**config.mk**
```make
export PLATFORM = sky130hd
export DESIGN_NAME = gmw_minmax
export DESIGN_NICKNAME = d
export VERILOG_FILES = /design/src/rtl/core/gmw_pkg.sv /design/src/rtl/core/gmw_minmax.sv
export SDC_FILE = /design/constraint.sdc
export NUM_CORES = 1
export LEC_CHECK = 0
export BUFFER_PORTS_ARGS = -buffer_cell sky130_fd_sc_hd__buf_2
export CAP_MARGIN = 25
export CORE_ASPECT_RATIO = 0.6
export CORE_MARGIN = 2
export CORE_UTILIZATION = 50
export CTS_CLUSTER_DIAMETER = 100
export DETAILED_ROUTE_END_ITERATION = 6
export GPL_TIMING_DRIVEN = 1
export PLACE_DENSITY_LB_ADDON = 0.25
export REMOVE_ABC_BUFFERS = 1
export SYNTH_ARGS = -nofsm -noshare
export SYNTH_HDL_FRONTEND = slang
export SYNTH_SLANG_ARGS = --single-unit
export TNS_END_PERCENT = 50
```
**constraint.sdc**
```tcl
create_clock -name clk -period 14.3 [get_ports clk]
set_input_delay 2.145 -clock clk [delete_from_list [all_inputs] [get_ports clk]]
set_output_delay 2.145 -clock clk [all_outputs]
set_load 0.02 [all_outputs]
```
**src/rtl/core/gmw_pkg.sv**
```systemverilog
package gmw_pkg;

    // Defaults for the top-level parameters.
    localparam int MAX_WIDTH_DEF   = 1024;
    localparam int KERNEL_SIZE_DEF = 7;

    // Fixed window geometry: a 7x7 window, centre three rows and three columns back.
    localparam int WIN     = 7;
    localparam int LAG     = 3;
    localparam int PIX_W   = 8;
    localparam int ROW_W   = 12;
    localparam int CFG_IDX_W  = 4;
    localparam int CFG_DATA_W = 56;

    // Configuration register indexes.
    localparam logic [CFG_IDX_W-1:0] REG_WEIGHTS_LAST = 4'd6;
    localparam logic [CFG_IDX_W-1:0] REG_LINE_WIDTH   = 4'd7;

    // Depth of the result queue in front of the output port.
    localparam int FIFO_DEPTH = 8;

    localparam logic [PIX_W-1:0] PIX_MAX = 8'hFF;
    localparam logic [PIX_W-1:0] PIX_MIN = 8'h00;

    typedef logic [PIX_W-1:0] pix_t;

    // One window or line-buffer entry: the sample and whether it belongs to the frame.
    typedef struct packed {
        pix_t pix;
        logic vld;
    } tap_t;

    // Partial erosion and dilation values.
    typedef struct packed {
        pix_t ero;
        pix_t dil;
    } ed_t;

endpackage

```
**src/rtl/core/gmw_minmax.sv**
```systemverilog
module gmw_minmax #(
    parameter int N = 7
) (
    input  logic         clk,
    input  gmw_pkg::ed_t din [N],
    output gmw_pkg::ed_t dout
);

    gmw_pkg::ed_t dout_reg;
    gmw_pkg::ed_t dout_next;

    always_comb
    begin
        dout_next = din[0];
        for (int i = 1; i < N; i++)
        begin
            if (din[i].ero < dout_next.ero)
            begin
                dout_next.ero = din[i].ero;
            end
            if (din[i].dil > dout_next.dil)
            begin
                dout_next.dil = din[i].dil;
            end
        end
    end

    always_ff @(posedge clk)
    begin
        dout_reg <= dout_next;
    end

    assign dout = dout_reg;

endmodule

```
==> reports/metrics.yaml <==
placed_design:
  pre_cts_ws_ns: 0.848
  gp_congestion: 0.884
  numPortBuffers: 128
  hpwl_um: 9510
critical_path:
  crit_top_cell: "a21oi_1"
  slowest_delay_ns: 0.57
  cp_max_fo: 18
  arrival_ns: 13.27
  endpoint_kind: "flip-flop"
  cp-start-kind: "primary input"
  crit_slowest_cell: "a221oi_2"
  path_class: "in2reg"
  required_ns: 14.46
die:
  core_um2: 7820
  die_y_um: 73.4
  num_rows: 25
  dieArea_um2: 8790
  start_util: 0.514
  ios: 129
  fp.dieW_um: 120
timing:
  setup_viol: 0
  max-slew-margin-rel: 0.520
  setup_ws_ns: 1.19
  min_period_over_period: 0.917
  fin_crit_ns: 13.11
  finalMaxSlewViolations: 0
  rsz0062_at_grt: "false"
  timing.final.hold_violations: 0
  tns_ns: 0
  timing.fmax_ghz: 0.0763
  worstMarginPinSlew_ns: 0.720
route:
  drt_pass1_iterations: 7
  vias: 4390
  routed_wl_um: 11000
  postRouteAntennaNets: 0
  wl_per_cell_um: 14.5
  drt_iter0_drc: 262
  viasPerCell: 5.78
  drc: 1
clock_network:
  tritoncts: "yes"
  cts.path.max_buffers: 2
  numCtsBuffers: 3
  cts_root_buffer: "clkbuf_16"
  h-tree-depth: 1
  clk_pin_slew_ns: 0.05
  postCtsHoldBufs: 0
  clock_sinks: 16
synth:
  netlist.area_leader.share: 0.262
  synthTopCellsByArea: "ha_1 26%, mux2i_1 8.7%, dfxtp_1 8.0%"
  ys_types: 53
  syn_inst: 524
  yosys_warnings: 0
  synthArstFlopShare: 0
  synth_top_area_cell: "ha_1"
  syn_area_um2: 4020
  synth_enable_flop_cells: 0
  syn_avg_cell_area_um2: 7.67
  ys_seq_area_frac: 0.0797
  synth_flop_cell: "dfxtp_1"
  ys_ff_latch: 16
grt:
  grt_antenna_before_repair: 0
  gr-total-overflow: 0
  grt_start_max_net_pins: 19
  grt_pass1_wl_um: 18800
  grt_pass1_vias: 4312
  grt_usage: 0.255
min_path:
  hp-class: "in2reg"
final_layout:
  largest_reg_flops: 16
  fill_cells: 728
  drive_gt1_frac: 0.249
  syn_to_final_growth_pct: 21.4
  n_antenna_cell: 0
  nets: 849
pwr:
  leakagePower_uw: 0.00265
  ir_worst_vdd_mv: 0.0927
  power_density_nw_per_um2: 151
outcome:
  status: "finished with violations"
  violations: "design-rule violations"
flow_run:
  maxCapViolCount: 0
layout by cell type, fill, tap and decap left out, types with 8 or more instances in the layout:
| master | Yosys | routed |
|---|---|---|
| nand4_1 | 11 | 11 |
| nor2_1 | 34 | 34 |
| a211oi_1 | 14 | 14 |
| nand2_1 | 18 | 18 |
| o21ai_0 | 29 | 28 |
| a21o_1 | 14 | 14 |
| mux2i_1 | 35 | 35 |
| and3_1 | 9 | 9 |
| and2_1 | 10 | 10 |
| ha_1 | 84 | 84 |
| a21oi_1 | 43 | 43 |
| buf_2 | 0 | 128 |
| dfxtp_1 | 16 | 16 |
| mux2_2 | 16 | 16 |
| o21a_1 | 8 | 8 |
| o211ai_1 | 16 | 16 |
| inv_1 | 75 | 75 |
| nor2b_1 | 8 | 8 |
worst max-delay path: cells and delay by family:
kind,cells,cell delay (ns)
AOI/OAI and AO/OA,26,5.95
and+or+nand+nor,11,1.73
adders and majority gates,6,1.56
muxes,4,1.36
buffers and inverters,5,0.50
final timing paths:
| check | from | end | cells after the start |
|---|---|---|---|
| worst min-delay path | din[9] | dout[9]$_DFF_P_ | 3 |
| worst max-delay path | din[97] | dout[0]$_DFF_P_ | 52 |
repair_timing:
item	4_1_cts	5_1_grt
setup buffers	0	0
gates resized for setup	0	1
endpoints found under the setup margin	0	8
through the flow:
stage	cells	instance area [um^2]	util	power (uW)	hold slack (ns)
after floorplan	517	3990	-	510	2.28
after global placement	755	4790	0.612	641	2.41
after detailed placement	755	4790	0.612	663	2.41
after CTS	759	4880	0.624	731	2.15
after global routing	759	4880	0.624	816	2.16
final	759	4880	0.624	738	2.15
cells in the mapped netlist (8+ instances only):
master and n:
a211oi_1 14, a21o_1 14, a21oi_1 43, and2_1 10
and3_1 9, dfxtp_1 16, ha_1 84, inv_1 75
mux2_2 16, mux2i_1 35, nand2_1 18, nand4_1 11
nor2_1 34, nor2b_1 8, o211ai_1 16, o21a_1 8
o21ai_0 29
where the power goes:
part / leakage [uW] / internal [uW] / total [uW] / switching (uW)
logic: 0.00247 / 252 / 599 / 347
clock network: 0.0000442 / 42.6 / 62.1 / 19.5
registers: 0.000135 / 71.1 / 77.0 / 5.81
cell type report:
cell class / instances / area, um^2 / area share
flip-flops and latches: 16 / 320 / 0.0657
clock buffers: 4 / 88.8 / 0.0182
multi-input cells: 426 / 3400 / 0.696
well taps: 108 / 135 / 0.0277
repair buffers: 130 / 656 / 0.134
inverters: 75 / 282 / 0.0577
logic make-up (layout without fill, tap and decap cells):
group           after synthesis  in the layout  synth area share
buf+inv                      82            209            0.0766
fa+ha+maj                    84             84             0.262
compound gates              169            169             0.288
flops                        16             16            0.0797
simple gates                119            119             0.154
mux                          52             52             0.136
xor+xnor                      2              2           0.00436
layer usage:
metal  up-vias  GRT usage  wire length [um]
li1       2213          -                 -
met1      2002      0.330              5130
met2       159      0.457              4970
met3        16     0.0427               777
met4         0     0.0458               153
met5         -          0                 0
Power figures use the tool's default switching activity.
