===== src/rtl/core/gmw_pkg.sv =====
package gmw_pkg;

    // Defaults for the top-level parameters.
    localparam int MAX_WIDTH_DEF   = 1024;
    localparam int KERNEL_SIZE_DEF = 7;

    // Fixed window geometry: a 7x7 window, centre three rows and three columns back.
    localparam int WIN     = 7;
    localparam int LAG     = 3;
    localparam int PIX_W   = 8;
    localparam int ROW_W   = 12;
    localparam int CFG_IDX_W  = 4;
    localparam int CFG_DATA_W = 56;

    // Configuration register indexes.
    localparam logic [CFG_IDX_W-1:0] REG_WEIGHTS_LAST = 4'd6;
    localparam logic [CFG_IDX_W-1:0] REG_LINE_WIDTH   = 4'd7;

    // Depth of the result queue in front of the output port.
    localparam int FIFO_DEPTH = 8;

    localparam logic [PIX_W-1:0] PIX_MAX = 8'hFF;
    localparam logic [PIX_W-1:0] PIX_MIN = 8'h00;

    typedef logic [PIX_W-1:0] pix_t;

    // One window or line-buffer entry: the sample and whether it belongs to the frame.
    typedef struct packed {
        pix_t pix;
        logic vld;
    } tap_t;

    // Partial erosion and dilation values.
    typedef struct packed {
        pix_t ero;
        pix_t dil;
    } ed_t;

endpackage


===== src/rtl/core/gmw_cell.sv =====
module gmw_cell (
    input  logic          clk,
    input  logic          rst_n,
    input  logic          shift_en,
    input  gmw_pkg::tap_t din,
    output gmw_pkg::tap_t q,
    input  gmw_pkg::pix_t weight,
    input  logic          use_tap,
    output gmw_pkg::ed_t  result
);

    gmw_pkg::pix_t pix_reg;
    logic          vld_reg;
    gmw_pkg::ed_t  result_reg;
    gmw_pkg::ed_t  result_next;
    logic [gmw_pkg::PIX_W:0] sum;

    always_ff @(posedge clk or negedge rst_n)
    begin
        if (!rst_n)
        begin
            vld_reg <= 1'b0;
        end
        else if (shift_en)
        begin
            vld_reg <= din.vld;
        end
    end

    always_ff @(posedge clk)
    begin
        if (shift_en)
        begin
            pix_reg <= din.pix;
        end
        result_reg <= result_next;
    end

    // An excluded tap contributes the neutral value to both reductions.
    always_comb
    begin
        sum = {1'b0, pix_reg} + {1'b0, weight};
        if (vld_reg && use_tap)
        begin
            result_next.ero = (pix_reg > weight) ? (pix_reg - weight) : gmw_pkg::PIX_MIN;
            result_next.dil = sum[gmw_pkg::PIX_W] ? gmw_pkg::PIX_MAX
                                                  : sum[gmw_pkg::PIX_W-1:0];
        end
        else
        begin
            result_next.ero = gmw_pkg::PIX_MAX;
            result_next.dil = gmw_pkg::PIX_MIN;
        end
    end

    assign q.pix  = pix_reg;
    assign q.vld  = vld_reg;
    assign result = result_reg;

endmodule


===== config.mk =====
export PLATFORM = sky130hd
export DESIGN_NAME = gmw_cell
export DESIGN_NICKNAME = d
export VERILOG_FILES = /design/src/rtl/core/gmw_pkg.sv /design/src/rtl/core/gmw_cell.sv
export SDC_FILE = /design/constraint.sdc
export NUM_CORES = 1
export LEC_CHECK = 0
export ABC_AREA = 0
export CORE_UTILIZATION = 29
export CTS_CLUSTER_SIZE = 24
export DETAILED_ROUTE_END_ITERATION = 12
export DONT_BUFFER_PORTS = 1
export GPL_TIMING_DRIVEN = 0
export PLACE_DENSITY_LB_ADDON = 0.08
export SLEW_MARGIN = 10
export SYNTH_ARGS = -nofsm -noshare
export SYNTH_HDL_FRONTEND = slang
export SYNTH_SLANG_ARGS = --single-unit

===== constraint.sdc =====
create_clock -name clk -period 2.53 [get_ports clk]
set_clock_uncertainty 0.2 [all_clocks]
set_input_delay 0.6325 -clock clk [delete_from_list [all_inputs] [get_ports clk]]
set_output_delay 0.6325 -clock clk [all_outputs]
set_load 0.01 [all_outputs]

==> impl_metrics.json <==
{
  "synthFlopType": "dfxtp_1",
  "die_w_um": 73.87,
  "start_kind": "register",
  "post-route-period-util_pct": 94.16,
  "ys_top_cells_by_area": "dfxtp_1, edfxtp_1, ha_1",
  "antenna_found_initial": 0,
  "n_fill_cell": 496,
  "cts_buffer_depth": 2,
  "numCtsBuffers": 3,
  "cts-root-buf": "clkbuf_8",
  "routed_via_density": 4.525,
  "start_util_pct": 30.89,
  "finish.utilization_pct": 34.53,
  "power.density_nw_per_um2": 624.0,
  "synth_top_area_cell": "dfxtp_1",
  "drive_gt1_share_pct": 15.33,
  "cp.arrival_ps": 2340,
  "synth_seq_cells": 25,
  "p_leak_nw": 0.6954,
  "final_cell_mix": "dfxtp_1, inv_1, ha_1",
  "h-tree-depth": 1,
  "ant_nets": 0,
  "ir_worst_vdd_mv": 0.2863,
  "syn_inst": 144,
  "n_antenna_cell": 0,
  "grt_max_degree": 16,
  "status": "complete, no violations",
  "max_slew.worst_pin.slew_ps": 465.0,
  "drv_slew": 0,
  "setup_violations": 0,
  "grt_pass1_wl_um": 4905,
  "regToRegSetupSlack_ps": 150,
  "portBuffers": 0,
  "grt_use_total_pct": 12.22,
  "wl_um": 2958,
  "die-area_um2": 5456,
  "drc_errors": 0,
  "reg2reg_to": "result[0]$_SDFF_PN0_",
  "gp_congestion": 0.7574,
  "synth_top_area_share_pct": 21.39,
  "async_reset_ff_share_pct": 4.000,
  "crit-reg2reg-launch": "pix_reg[0]$_DFFE_PP_",
  "ys.warnings.count": 0,
  "crit_path_end_kind": "register",
  "pin_count": 46,
  "syn_nets": 183,
  "postSynthAreaPerCell_um2": 10.40,
  "cts_sinks": 25,
  "syn2layout_area_growth_pct": 11.78,
  "drtPass1Iterations": 3,
  "clk_latency_ps": 270,
  "finalPower_mw": 1.045,
  "drv_cap": 0,
  "synthDistinctLibCells": 39,
  "vias": 982,
  "regArea_um2": 585.6,
  "min_path_cells": 0,
  "multi_input_area_um2": 802.0,
  "critPathRequiredTime_ps": 2490,
  "nets": 190,
  "grt_pass1_vias": 1033,
  "final_cell_area_um2": 1674,
  "hold_path.class": "in -> reg",
  "die-height_um": 73.87,
  "drt_iter0_drc": 27,
  "rr_worst_depth": 8,
  "min_from": "din[7]",
  "cts_tree": "yes",
  "synthesis.area_um2": 1498,
  "layout_commonest_cell": "dfxtp_1",
  "dpl_cell_area_um2": 1582,
  "slew_headroom_pct": 69.00,
  "hold_path_end": "pix_reg[6]$_DFFE_PP_",
  "synth-edff-count": 8,
  "clock.fmax_mhz": 419.8,
  "dp_hpwl_um": 2416,
  "clkTransAtPathRegs_ps": 90,
  "ys_seq_area_share_pct": 39.10,
  "largest_reg_flops": 16,
  "fin_crit_ps": 2382,
  "core_um2": 4848,
  "gr-total-overflow": 0,
  "hold_viol": 0,
  "cp_max_fo": 8,
  "wl_per_cell_um": 13.63,
  "std_cell_rows": 25,
  "critical_path_class": "reg -> reg"
}
==> routing by layer <==
layer	track usage (%)	routed length (µm)
met1	14.26	1327
met2	20.69	1328
met3	4.938	273
met4	3.205	29
met5	0	0
==> cells in the mapped netlist (2+ instances only) <==
library cell and n:
a21oi_1 13, a21oi_2 2, and2_1 2, buf_2 2, buf_4 2, buf_6 3
dfxtp_1 16, edfxtp_1 8, fa_1 2, ha_1 16, inv_1 15, nand2_1 3
nand2b_1 2, nand3_1 2, nand4_1 2, nor2_1 8, nor2b_1 2, o21a_1 4
o21ai_0 8, o22ai_1 2, o31ai_1 3, xnor2_1 8, xor2_1 3
==> cells by family after synthesis <==
| group | share of synthesized area [%] |
|---|---|
| AOI/OAI and AO/OA | 19.97 |
| xor gates and xnor gates | 6.433 |
| muxes | 1.420 |
| and+or+nand+nor | 8.687 |
| buffers and inverters | 8.354 |
| DFF | 39.10 |
| adders and majority gates | 16.04 |
==> area by class of cell <==
class,count,share of cell area (%)
flip-flops and latches,25,34.98
repair buffers,2,1.794
inverters,16,3.737
clock buffers,3,2.466
well taps,67,5.007
clock inverters,1,0.3737
multi-input cells,95,47.91
plain buffers,8,3.737
==> power by group <==
part | leakage, nW | internal [mW] | total, mW | switching, mW
logic | 0.447 | 0.138 | 0.296 | 0.157
registers | 0.223 | 0.456 | 0.499 | 0.0429
clock network | 0.0260 | 0.113 | 0.250 | 0.137
total | 0.695 | 0.707 | 1.04 | 0.337
==> critical path, stage by stage, from the launching register on <==
cell      delay (ps)
edfxtp_1         480
ha_2             240
fa_1             400
nor2b_4          160
nor3_4           140
o41ai_4          120
a221oi_4         310
buf_12           160
a21oi_1           60
==> how the worst max path moves through the flow <==
stage,start,endpoint,slack (ps),depth (start not counted)
after floorplan,weight[0],result[0]$_SDFF_PN0_,120,7
after global placement,weight[0],result[4]$_SDFF_PN0_,-90,7
after detailed placement,weight[0],result[3]$_SDFF_PN0_,-90,7
after CTS,pix_reg[0]$_DFFE_PP_,result[4]$_SDFF_PN0_,70,8
after global routing,pix_reg[0]$_DFFE_PP_,result[10]$_SDFF_PN1_,-7,9
final,pix_reg[0]$_DFFE_PP_,result[0]$_SDFF_PN0_,150,8
==> per-stage QoR <==
step | hold WS, ps | setup slack, ps | cells | setup TNS, ps
CTS | 236.2 | 67.66 | 217 | 0
detailed placement | 136.9 | -89.67 | 211 | -900.6
global placement | 136.9 | -87.85 | 211 | -885.7
global route | 229.1 | -6.542 | 217 | -8.020
finish | 246.5 | 147.8 | 217 | 0
floorplan | 136.9 | 115.4 | 144 | 0
==> what timing repair did <==
action / in CTS / in global routing
gates resized for setup: 1 / 2
endpoints found under the setup margin: 3 / 8
setup buffers: 1 / 0
hold endpoints to repair: 1 / 0
pin swaps: 1 / 0
hold buffers: 1 / 0
No activity file was read; power rests on OpenSTA's default activity.
